File: src/hw/rtl/hctp_pkg.sv
// ----------------------------------------------------------------------------
// hctp_pkg
// Shared types and constants for the height/color token parser: item
// payloads, the parse phase encoding and the parser state record.
// ----------------------------------------------------------------------------
package hctp_pkg;

  // color when the token carries no comma
  localparam logic [31:0] COLOR_DEFAULT = 32'h00ff_ffff;

  // parse phases
  typedef enum logic [2:0] {
    PH_H_START  = 3'd0,
    PH_H_DIGITS = 3'd1,
    PH_C_START  = 3'd2,
    PH_C_ZERO   = 3'd3,
    PH_C_DEC    = 3'd4,
    PH_C_HEX    = 3'd5,
    PH_DONE     = 3'd6
  } phase_t;

  // one input item: a character and the end-of-token mark
  typedef struct packed {
    logic [7:0] char_code;
    logic       token_end;
  } in_item_t;

  // one result item
  typedef struct packed {
    logic signed [31:0] z_value;
    logic [31:0]        color_value;
  } out_item_t;

  // running parser state for the current token
  typedef struct packed {
    phase_t      phase;
    logic        height_negative;
    logic [31:0] height_accum;
    logic        color_negative;
    logic [31:0] color_accum;
  } parse_state_t;

  localparam parse_state_t STATE_RESET = '{
    phase:           PH_H_START,
    height_negative: 1'b0,
    height_accum:    32'd0,
    color_negative:  1'b0,
    color_accum:     COLOR_DEFAULT
  };

endpackage

File: src/hw/rtl/hctp_step.sv
// ----------------------------------------------------------------------------
// hctp_step
// Combinational update of the parser state for one character: phase
// transition plus decimal/hex accumulation of height and color.
// ----------------------------------------------------------------------------
module hctp_step
  import hctp_pkg::*;
(
  input  parse_state_t st,
  input  logic [7:0]   char_code,
  output parse_state_t st_next
);

  logic        is_sign;
  logic        is_minus;
  logic        is_dig;
  logic        is_comma;
  logic        is_x;
  logic        is_hex_lo;
  logic        is_hex_up;
  logic        is_hex;
  logic [31:0] dig;
  logic [31:0] hex_dig;
  logic [31:0] height_x10;
  logic [31:0] color_x10;
  logic [31:0] color_x16;
  phase_t      phase_next;

  // character classes
  assign is_minus  = (char_code == 8'h2d);
  assign is_sign   = (char_code == 8'h2b) || is_minus;
  assign is_dig    = (char_code >= 8'h30) && (char_code <= 8'h39);
  assign is_comma  = (char_code == 8'h2c);
  assign is_x      = (char_code == 8'h78) || (char_code == 8'h58);
  assign is_hex_lo = (char_code >= 8'h61) && (char_code <= 8'h66);
  assign is_hex_up = (char_code >= 8'h41) && (char_code <= 8'h46);
  assign is_hex    = is_dig || is_hex_lo || is_hex_up;

  // digit values: low nibble for '0'..'9', low nibble plus nine for letters
  assign dig     = {28'd0, char_code[3:0]};
  assign hex_dig = is_dig ? dig : {28'd0, char_code[3:0] + 4'd9};

  // accumulate steps as shift-and-add
  assign height_x10 = {st.height_accum[28:0], 3'b000} + {st.height_accum[30:0], 1'b0} + dig;
  assign color_x10  = {st.color_accum[28:0], 3'b000} + {st.color_accum[30:0], 1'b0} + dig;
  assign color_x16  = {st.color_accum[27:0], 4'b0000} | hex_dig;

  // next phase
  always_comb begin
    phase_next = PH_DONE;
    unique case (st.phase) inside
      PH_H_START, PH_H_DIGITS: begin
        if ((st.phase == PH_H_START) && is_sign) phase_next = PH_H_DIGITS;
        else if (is_dig)                        phase_next = PH_H_DIGITS;
        else if (is_comma)                      phase_next = PH_C_START;
        else                                    phase_next = PH_DONE;
      end
      PH_C_START: begin
        if (is_sign)                     phase_next = PH_C_DEC;
        else if (char_code == 8'h30)     phase_next = PH_C_ZERO;
        else if (is_dig)                 phase_next = PH_C_DEC;
        else                             phase_next = PH_DONE;
      end
      PH_C_ZERO: begin
        if (is_x)        phase_next = PH_C_HEX;
        else if (is_dig) phase_next = PH_C_DEC;
        else             phase_next = PH_DONE;
      end
      PH_C_DEC: begin
        phase_next = is_dig ? PH_C_DEC : PH_DONE;
      end
      PH_C_HEX: begin
        phase_next = is_hex ? PH_C_HEX : PH_DONE;
      end
      default: begin
        phase_next = PH_DONE;
      end
    endcase
  end

  // sign flags and accumulators
  always_comb begin
    st_next       = st;
    st_next.phase = phase_next;
    unique case (st.phase) inside
      PH_H_START, PH_H_DIGITS: begin
        if ((st.phase == PH_H_START) && is_sign) st_next.height_negative = is_minus;
        else if (is_dig)                        st_next.height_accum    = height_x10;
        else if (is_comma)                      st_next.color_accum     = 32'd0;
      end
      PH_C_START: begin
        if (is_sign)                            st_next.color_negative = is_minus;
        else if (is_dig && char_code != 8'h30)  st_next.color_accum    = dig;
      end
      PH_C_ZERO: begin
        if (is_dig) st_next.color_accum = dig;
      end
      PH_C_DEC: begin
        if (is_dig) st_next.color_accum = color_x10;
      end
      PH_C_HEX: begin
        if (is_hex) st_next.color_accum = color_x16;
      end
      default: begin
        st_next.color_accum = st.color_accum;
      end
    endcase
  end

endmodule

File: src/hw/rtl/height_color_token_parser.sv
// ----------------------------------------------------------------------------
// height_color_token_parser
// Parses map-cell tokens of the form [sign]digits[,color] into a signed
// height and a 32-bit color, one character per item.
// ----------------------------------------------------------------------------
// One character is taken per clock cycle while input ready is high, with no
// gaps between tokens. The parser state updates in the same cycle a
// character is accepted; the token's final character loads a raw result
// stage, which applies the signs into the output register once that
// register is free. Input ready drops only while both result stages are
// full and the output is stalled.
module height_color_token_parser
  import hctp_pkg::*;
(
  input  logic      clk,
  input  logic      rst,
  input  logic      in_valid,
  output logic      in_ready,
  input  in_item_t  in_item,
  output logic      out_valid,
  input  logic      out_ready,
  output out_item_t out_item
);

  parse_state_t st;
  parse_state_t st_upd;
  logic         in_fire;
  logic         raw_valid;
  logic         raw_adv;
  logic         raw_h_neg;
  logic         raw_c_neg;
  logic [31:0]  raw_height;
  logic [31:0]  raw_color;

  // per-character state update
  hctp_step u_step (
    .st        (st),
    .char_code (in_item.char_code),
    .st_next   (st_upd)
  );

  // handshake
  assign raw_adv  = !out_valid || out_ready;
  assign in_ready = !raw_valid || raw_adv;
  assign in_fire  = in_valid && in_ready;

  // parser state, back to reset after each token
  always_ff @(posedge clk) begin
    if (rst) begin
      st <= STATE_RESET;
    end else if (in_fire) begin
      st <= in_item.token_end ? STATE_RESET : st_upd;
    end
  end

  // raw result stage
  always_ff @(posedge clk) begin
    if (rst) begin
      raw_valid <= 1'b0;
    end else if (in_fire && in_item.token_end) begin
      raw_valid <= 1'b1;
    end else if (raw_adv) begin
      raw_valid <= 1'b0;
    end
  end

  always_ff @(posedge clk) begin
    if (in_fire && in_item.token_end) begin
      raw_h_neg  <= st_upd.height_negative;
      raw_c_neg  <= st_upd.color_negative;
      raw_height <= st_upd.height_accum;
      raw_color  <= st_upd.color_accum;
    end
  end

  // output register with sign applied
  always_ff @(posedge clk) begin
    if (rst) begin
      out_valid <= 1'b0;
    end else if (raw_adv) begin
      out_valid <= raw_valid;
    end
  end

  always_ff @(posedge clk) begin
    if (raw_valid && raw_adv) begin
      out_item.z_value     <= raw_h_neg ? (~raw_height + 32'd1) : raw_height;
      out_item.color_value <= raw_c_neg ? (~raw_color + 32'd1) : raw_color;
    end
  end

  // a final character always lands in the raw stage
  a_last_loads_raw: assert property (@(posedge clk) disable iff (rst)
    (in_fire && in_item.token_end) |=> raw_valid)
    else $error("final character did not produce a raw result");

  // parser restarts cleanly after a token
  a_restart: assert property (@(posedge clk) disable iff (rst)
    (in_fire && in_item.token_end) |=>
      (st.phase == PH_H_START && st.color_accum == COLOR_DEFAULT &&
       st.height_accum == 32'd0))
    else $error("parser state not reset after token");

  // a raw result moves on when the output register is free
  a_raw_moves: assert property (@(posedge clk) disable iff (rst)
    (raw_valid && !out_valid) |=> out_valid)
    else $error("raw result not forwarded to output");

  // input never taken while both result stages are held
  a_no_overrun: assert property (@(posedge clk) disable iff (rst)
    (raw_valid && out_valid && !out_ready) |-> !in_ready)
    else $error("input accepted with result stages full");

endmodule
File: config.mk
export PLATFORM = sky130hd
export DESIGN_NAME = height_color_token_parser
export DESIGN_NICKNAME = d
export VERILOG_FILES = /design/src/hw/rtl/hctp_pkg.sv /design/src/hw/rtl/hctp_step.sv /design/src/hw/rtl/height_color_token_parser.sv
export SDC_FILE = /design/constraint.sdc
export NUM_CORES = 1
export LEC_CHECK = 0
export BUFFER_PORTS_ARGS = -buffer_cell sky130_fd_sc_hd__clkbuf_2
export CELL_PAD_IN_SITES_DETAIL_PLACEMENT = 0
export CELL_PAD_IN_SITES_GLOBAL_PLACEMENT = 1
export CORE_MARGIN = 1
export CORE_UTILIZATION = 50
export CTS_BUF_LIST = sky130_fd_sc_hd__clkbuf_2 sky130_fd_sc_hd__clkbuf_4 sky130_fd_sc_hd__clkbuf_8
export DETAILED_ROUTE_END_ITERATION = 6
export PLACE_DENSITY = 0.85
export SYNTH_ARGS = -nofsm -noshare
export SYNTH_HDL_FRONTEND = slang
export SYNTH_SLANG_ARGS = --single-unit
export TNS_END_PERCENT = 30
File: constraint.sdc
create_clock -name clk -period 5.5 [get_ports clk]
set_clock_uncertainty 0.1 [all_clocks]
set_input_delay 1.1 -clock clk [delete_from_list [all_inputs] [get_ports clk]]
set_output_delay 1.1 -clock clk [all_outputs]
set_load 0.01 [all_outputs]
# Yosys cells after proc, flatten, opt, wreduce, memory -nomap -nowiden

Index checks and enable logic that the tools add are counted.

Word-level logic and storage cells: 90
Output and inout port bits: 66
Register bits: 201

Muxes and demuxes: 30
Eq/ne operators: 12
Add/subtract/negate cells: 7
Bitwise logic cells: 3
$lt $le $gt $ge: 6
Reduce and logical (&&, ||, !) cells: 19

Operator list:

| cell                                                                             | number |
|---|---|
| 32-bit 2-to-1 mux                                                                | 12 |
| 32-bit one-hot mux with 5 select lines                                           | 1 |
| 69-bit 2-to-1 mux                                                                | 1 |
| 32-bit by 1-bit adder with 32-bit output, second input constant                  | 2 |
| 32-bit adder                                                                     | 2 |
| 32-bit by 4-bit adder with 32-bit output                                         | 2 |
| 32-bit inverter                                                                  | 2 |
| 33-bit 2-to-1 mux                                                                | 1 |
| 8-bit by 6-bit == test with 1-bit output, second input constant                  | 4 |
| 32-bit bitwise OR                                                                | 1 |
| 8-bit by 7-bit == test with 1-bit output, second input constant                  | 2 |
| 8-bit by 7-bit >= comparator with 1-bit output, second input constant            | 2 |
| 8-bit by 7-bit less-or-equal comparator with 1-bit output, second input constant | 2 |
| 3-bit 2-to-1 mux                                                                 | 5 |
| 3-bit one-hot mux with 5 select lines                                            | 1 |
| 8-bit by 6-bit >= comparator with 1-bit output, second input constant            | 1 |
| 8-bit by 6-bit less-or-equal comparator with 1-bit output, second input constant | 1 |
| 1-bit logical AND                                                                | 8 |
| 8-bit by 6-bit != test with 1-bit output, second input constant                  | 1 |
| 3-bit by 2-bit == test with 1-bit output, second input constant                  | 2 |
| 3-bit == test, second input constant                                             | 2 |
| 1-bit logical OR                                                                 | 6 |
| 2-bit 2-to-1 mux                                                                 | 3 |
| 1-bit 2-to-1 mux                                                                 | 5 |
| 7 further kinds                                                                  | 8 |

# Depth between registers and ports, before layout

Depth after elaboration: 7
Depth in mapped cells: 13

# Cells and area by module

From an unflattened synthesis, not the netlist that was laid out.

Cell total of the unflattened synthesis: 1,365
Area total of the unflattened synthesis: 13,123.8 µm²

Modules (own cells, without submodules):

| module                    | area each (µm²) | cells an instance | times used |
|---|---|---|---|
| height_color_token_parser | 8,045.2         | 651               | 1 |
| hctp_step                 | 5,078.6         | 714               | 1 |

# Least setup slack after synthesis

Ideal clock, no wire load.

Kind: input to register
Start point: input port out_ready
End point: register out_item[0] (netlist bit) (enable)
Cell stages on the path: 2
Slack: 0.893 ns
Required time: 4.906 ns
Library setup time: 0.494 ns
Arrival time: 4.013 ns
Cell sequence: nor2b_1 > nor2b_1

Cells in the longest elaborated chain, start to end: 2

RTL lines:

| what              | RTL line                        | source |
|---|---|---|
| from (decl)       | height_color_token_parser.sv:21 | `input logic out_ready,` |
| 1-bit logical OR  | height_color_token_parser.sv:43 | `assign raw_adv = !out_valid \|\| out_ready;` |
| 1-bit logical AND | height_color_token_parser.sv:86 | `if (raw_valid && raw_adv) begin` |
| to (decl)         | height_color_token_parser.sv:22 | `output out_item_t out_item` |

No other way between the ends.
A chain may end at the register's enable or synchronous reset.

==> summary.md <==
In the layout the commonest cells are nand2_1, edfxtp_1, ha_1. The tightest min-delay check is of the reg2reg type. After global routing the overflow that remains totals 0.

The logs give 24.3% for the total global-route track usage and 10568 for the total number of vias. STA classifies the critical path endpoint as a flop. The design draws 3.77 mW. In the synthesized netlist the async set-or-reset flop fraction comes to 0%. After detailed routing, the total wire length is 32500 um. The area inside the core boundary is 0.0253 mm2, and the setup slack after layout is 1.31 ns. The maximum fanout along the worst path was 5; the post-cts gate resize count was 0. Traced cell by cell, the critical path runs through clkbuf_2 > inv_1 > fa_1 > inv_1 > fa_1 > a21oi_1 > o211a_1 > nor2_1 > a41oi_1 > o21a_1 > a31oi_1 > xor2_1 > a21boi_0 > inv_1. The run finished with clean final reports.

For the highest achievable clock rate, the log shows 239 MHz. For the DRC violation total after the first TritonRoute iteration, the log shows 1156. By instance count, the cell type seen most on the critical path is inv_1. The pin slew with the least headroom to its limit is 0.946 ns.

The count of final max-slew check failures came out at 0. Port buffering added 78 buffers. In this run, synthesis inferred 130 flip-flops with an integrated enable.

The power density normalized to cell area is 264 mW/mm2, and the routability congestion estimate from global placement is 0.939. The leakage power is 5.82 nW, and the detailed-route vias per instance is 5.99. The period utilization is 76.1%. The detail route stage leaves a number of antenna-violating nets equal to 0. The cell area that synthesis handed to floorplanning was 0.0129 mm2. In the synthesized netlist the dominant register cell turns out to be edfxtp_1. No sink is reached through more buffers than the 3 on the longest clock path.

The number of top-level pins is 79. Relative to the synthesized area, the layout overhead comes to 10.5%. The depth of the CTS H-tree is 1.

The tools report the first-pass detailed-route iteration total as 6. Highest-delay cell along the critical path: fa_1. The count of standard-cell rows was 58; the final number of hold-violating endpoints was 0.

TritonCTS built the clock tree. Measured against its own limit, the worst slew margin works out to 37.0%. Mean post-synth cell area: 9.61 um2. The worst setup path category is in2reg.

Synthesis instantiated 69 different standard cells from the library. The repair_antennas step left the layout with diodes totalling 0. After detailed routing, the number of remaining DRC violations is 0. Setup total negative slack on the finished layout was measured at 0 ns. Dividing the detail-routed wire length by the instance count gives 18.4 um. The fraction of final layout cells with drive strength greater than 1 was 12.0%; the Yosys warning count was 0. TritonCTS created 31 clock buffers.

The highest ir drop seen on vdd is 164 uV, and the final net count is 1549. Count of maximum capacitance violations: 0. The largest single stage delay on the critical path is 0.55 ns. STA classifies the critical path startpoint as an input port. Synthesis produced 1342 cells.

The number of nets handed over by synthesis was 1482. Via count of the first global-routing pass: 9464. At the placement stage, the worst setup path has a slack of 0.841 ns. The worst path needs 4.19 ns of the cycle, external delays included. Data on the critical path is required at its endpoint by 5.70 ns.

The run gives 0 as the number of antenna violations at the first check in global routing. On the critical path the largest part of the delay comes from compound AO/OA/AOI/OAI gates. The run gives 51100 um as the first-pass GRT wire length. The number of hold buffers added after CTS came out at 0. Setup repair after global routing left no endpoint under its margin.

Half-perimeter wire length after placement: 23800 um. Summing the sequential cell areas from Yosys gives 41.3% of the chip area. The run gives 4.39 ns as the worst path arrival time. The root buffer selected by CTS was clkbuf_8.

The die boundary width is 163 um. Setup violations remaining at the end of the flow were counted as 0. The area of the die is 0.0264 mm2. The height of the die was 163 um; the later-pin clock latency in the skew report was 0.56 ns. The register bit count reported by yosys is 201, and the clock transition at the registers of the reported paths is 0.06 ns.

The clock sink count came out at 201. The critical path contains buffers and inverters numbering 4 combined. Leaving out fill and tap cells, the most frequent cell in the layout is nand2_1.

For this configuration, the core starts out at a cell density of 51.1%. The logs give 67 for the pin count of the biggest net entering global routing and 0 for the total setup buffers inserted after CTS.
kinds of logic (layout without fill, tap and decap cells):
logic type / after synthesis / count (layout) / synth area share, %
compound gates: 403 / 403 / 20.8
simple gates: 398 / 398 / 14.6
flops: 201 / 201 / 41.3
fa+ha+maj: 127 / 127 / 12.6
xor+xnor: 113 / 113 / 7.67
buf+inv: 98 / 189 / 2.85
mux: 2 / 2 / 0.165
report_power, final:
part           total (mW)  internal (mW)  switching (mW)
registers            1.73           1.67          0.0599
clock network        1.30          0.704           0.592
logic               0.740          0.305           0.435
metal layers:
metal	GRT usage (%)	wire length, um
met5	0	0
met4	4.84	395
met3	2.93	2250
met2	35.5	13400
met1	38.1	16500
registers in the layout, summed over array words and instances (netlist names):
signal,flops
raw_color,32
st,69
out_valid,1
raw_h_neg,1
raw_valid,1
raw_c_neg,1
raw_height,32
out_item,64
worst reg2reg max path, delay by kind of cell, from the launching register on:
family                     cells  cell delay (ns)
AOI/OAI and AO/OA              6             1.57
adders and majority gates      2             0.96
DFF                            1             0.45
buffers and inverters          3             0.21
xor gates and xnor gates       1             0.16
and+or+nand+nor                1             0.09
stage by stage:
step | std cells | hold slack, ns | utilization, % | instance area (um2)
global route | 1763 | 0.404 | 56.4 | 14200
finish | 1763 | 0.389 | 56.4 | 14200
global placement | 1706 | 0.366 | 53.9 | 13600
CTS | 1763 | 0.393 | 56.4 | 14200
floorplan | 1342 | 0.348 | - | 12900
detailed placement | 1706 | 0.375 | 53.9 | 13600
synthesized netlist by cell type (27+ instances only):
cell type    n  area share, %
a21o_1      31            1.8
a21oi_1     75            2.9
a22oi_1     28            1.6
clkbuf_1    58            1.7
dfxtp_1     71             11
edfxtp_1   130             30
ha_1       123             12
inv_1       38            1.1
nand2_1    152            4.4
nand3_1     27            1.0
nor2_1      92            2.7
o21ai_0    113            4.4
xnor2_1     90            6.1
worst paths after layout:
kind | startpoint | to | slack [ns] | cells past startpoint
setup / recovery | in_item[4] | raw_color[30] | 1.31 | 14
hold / removal | st[31] | st[31] | 0.39 | 2
setup reg to reg | st[2] | raw_color[30] | 1.70 | 13
hold reg to reg | st[31] | st[31] | 0.39 | 2
layout make-up:
class	instances	area, um2
inverters	38	143
flip-flops and latches	201	5330
clock buffers	36	464
clock inverters	21	175
fillers	2206	11000
well taps	330	413
repair buffers	94	510
multi-input cells	1043	7220
Power figures use the tool's default switching activity.
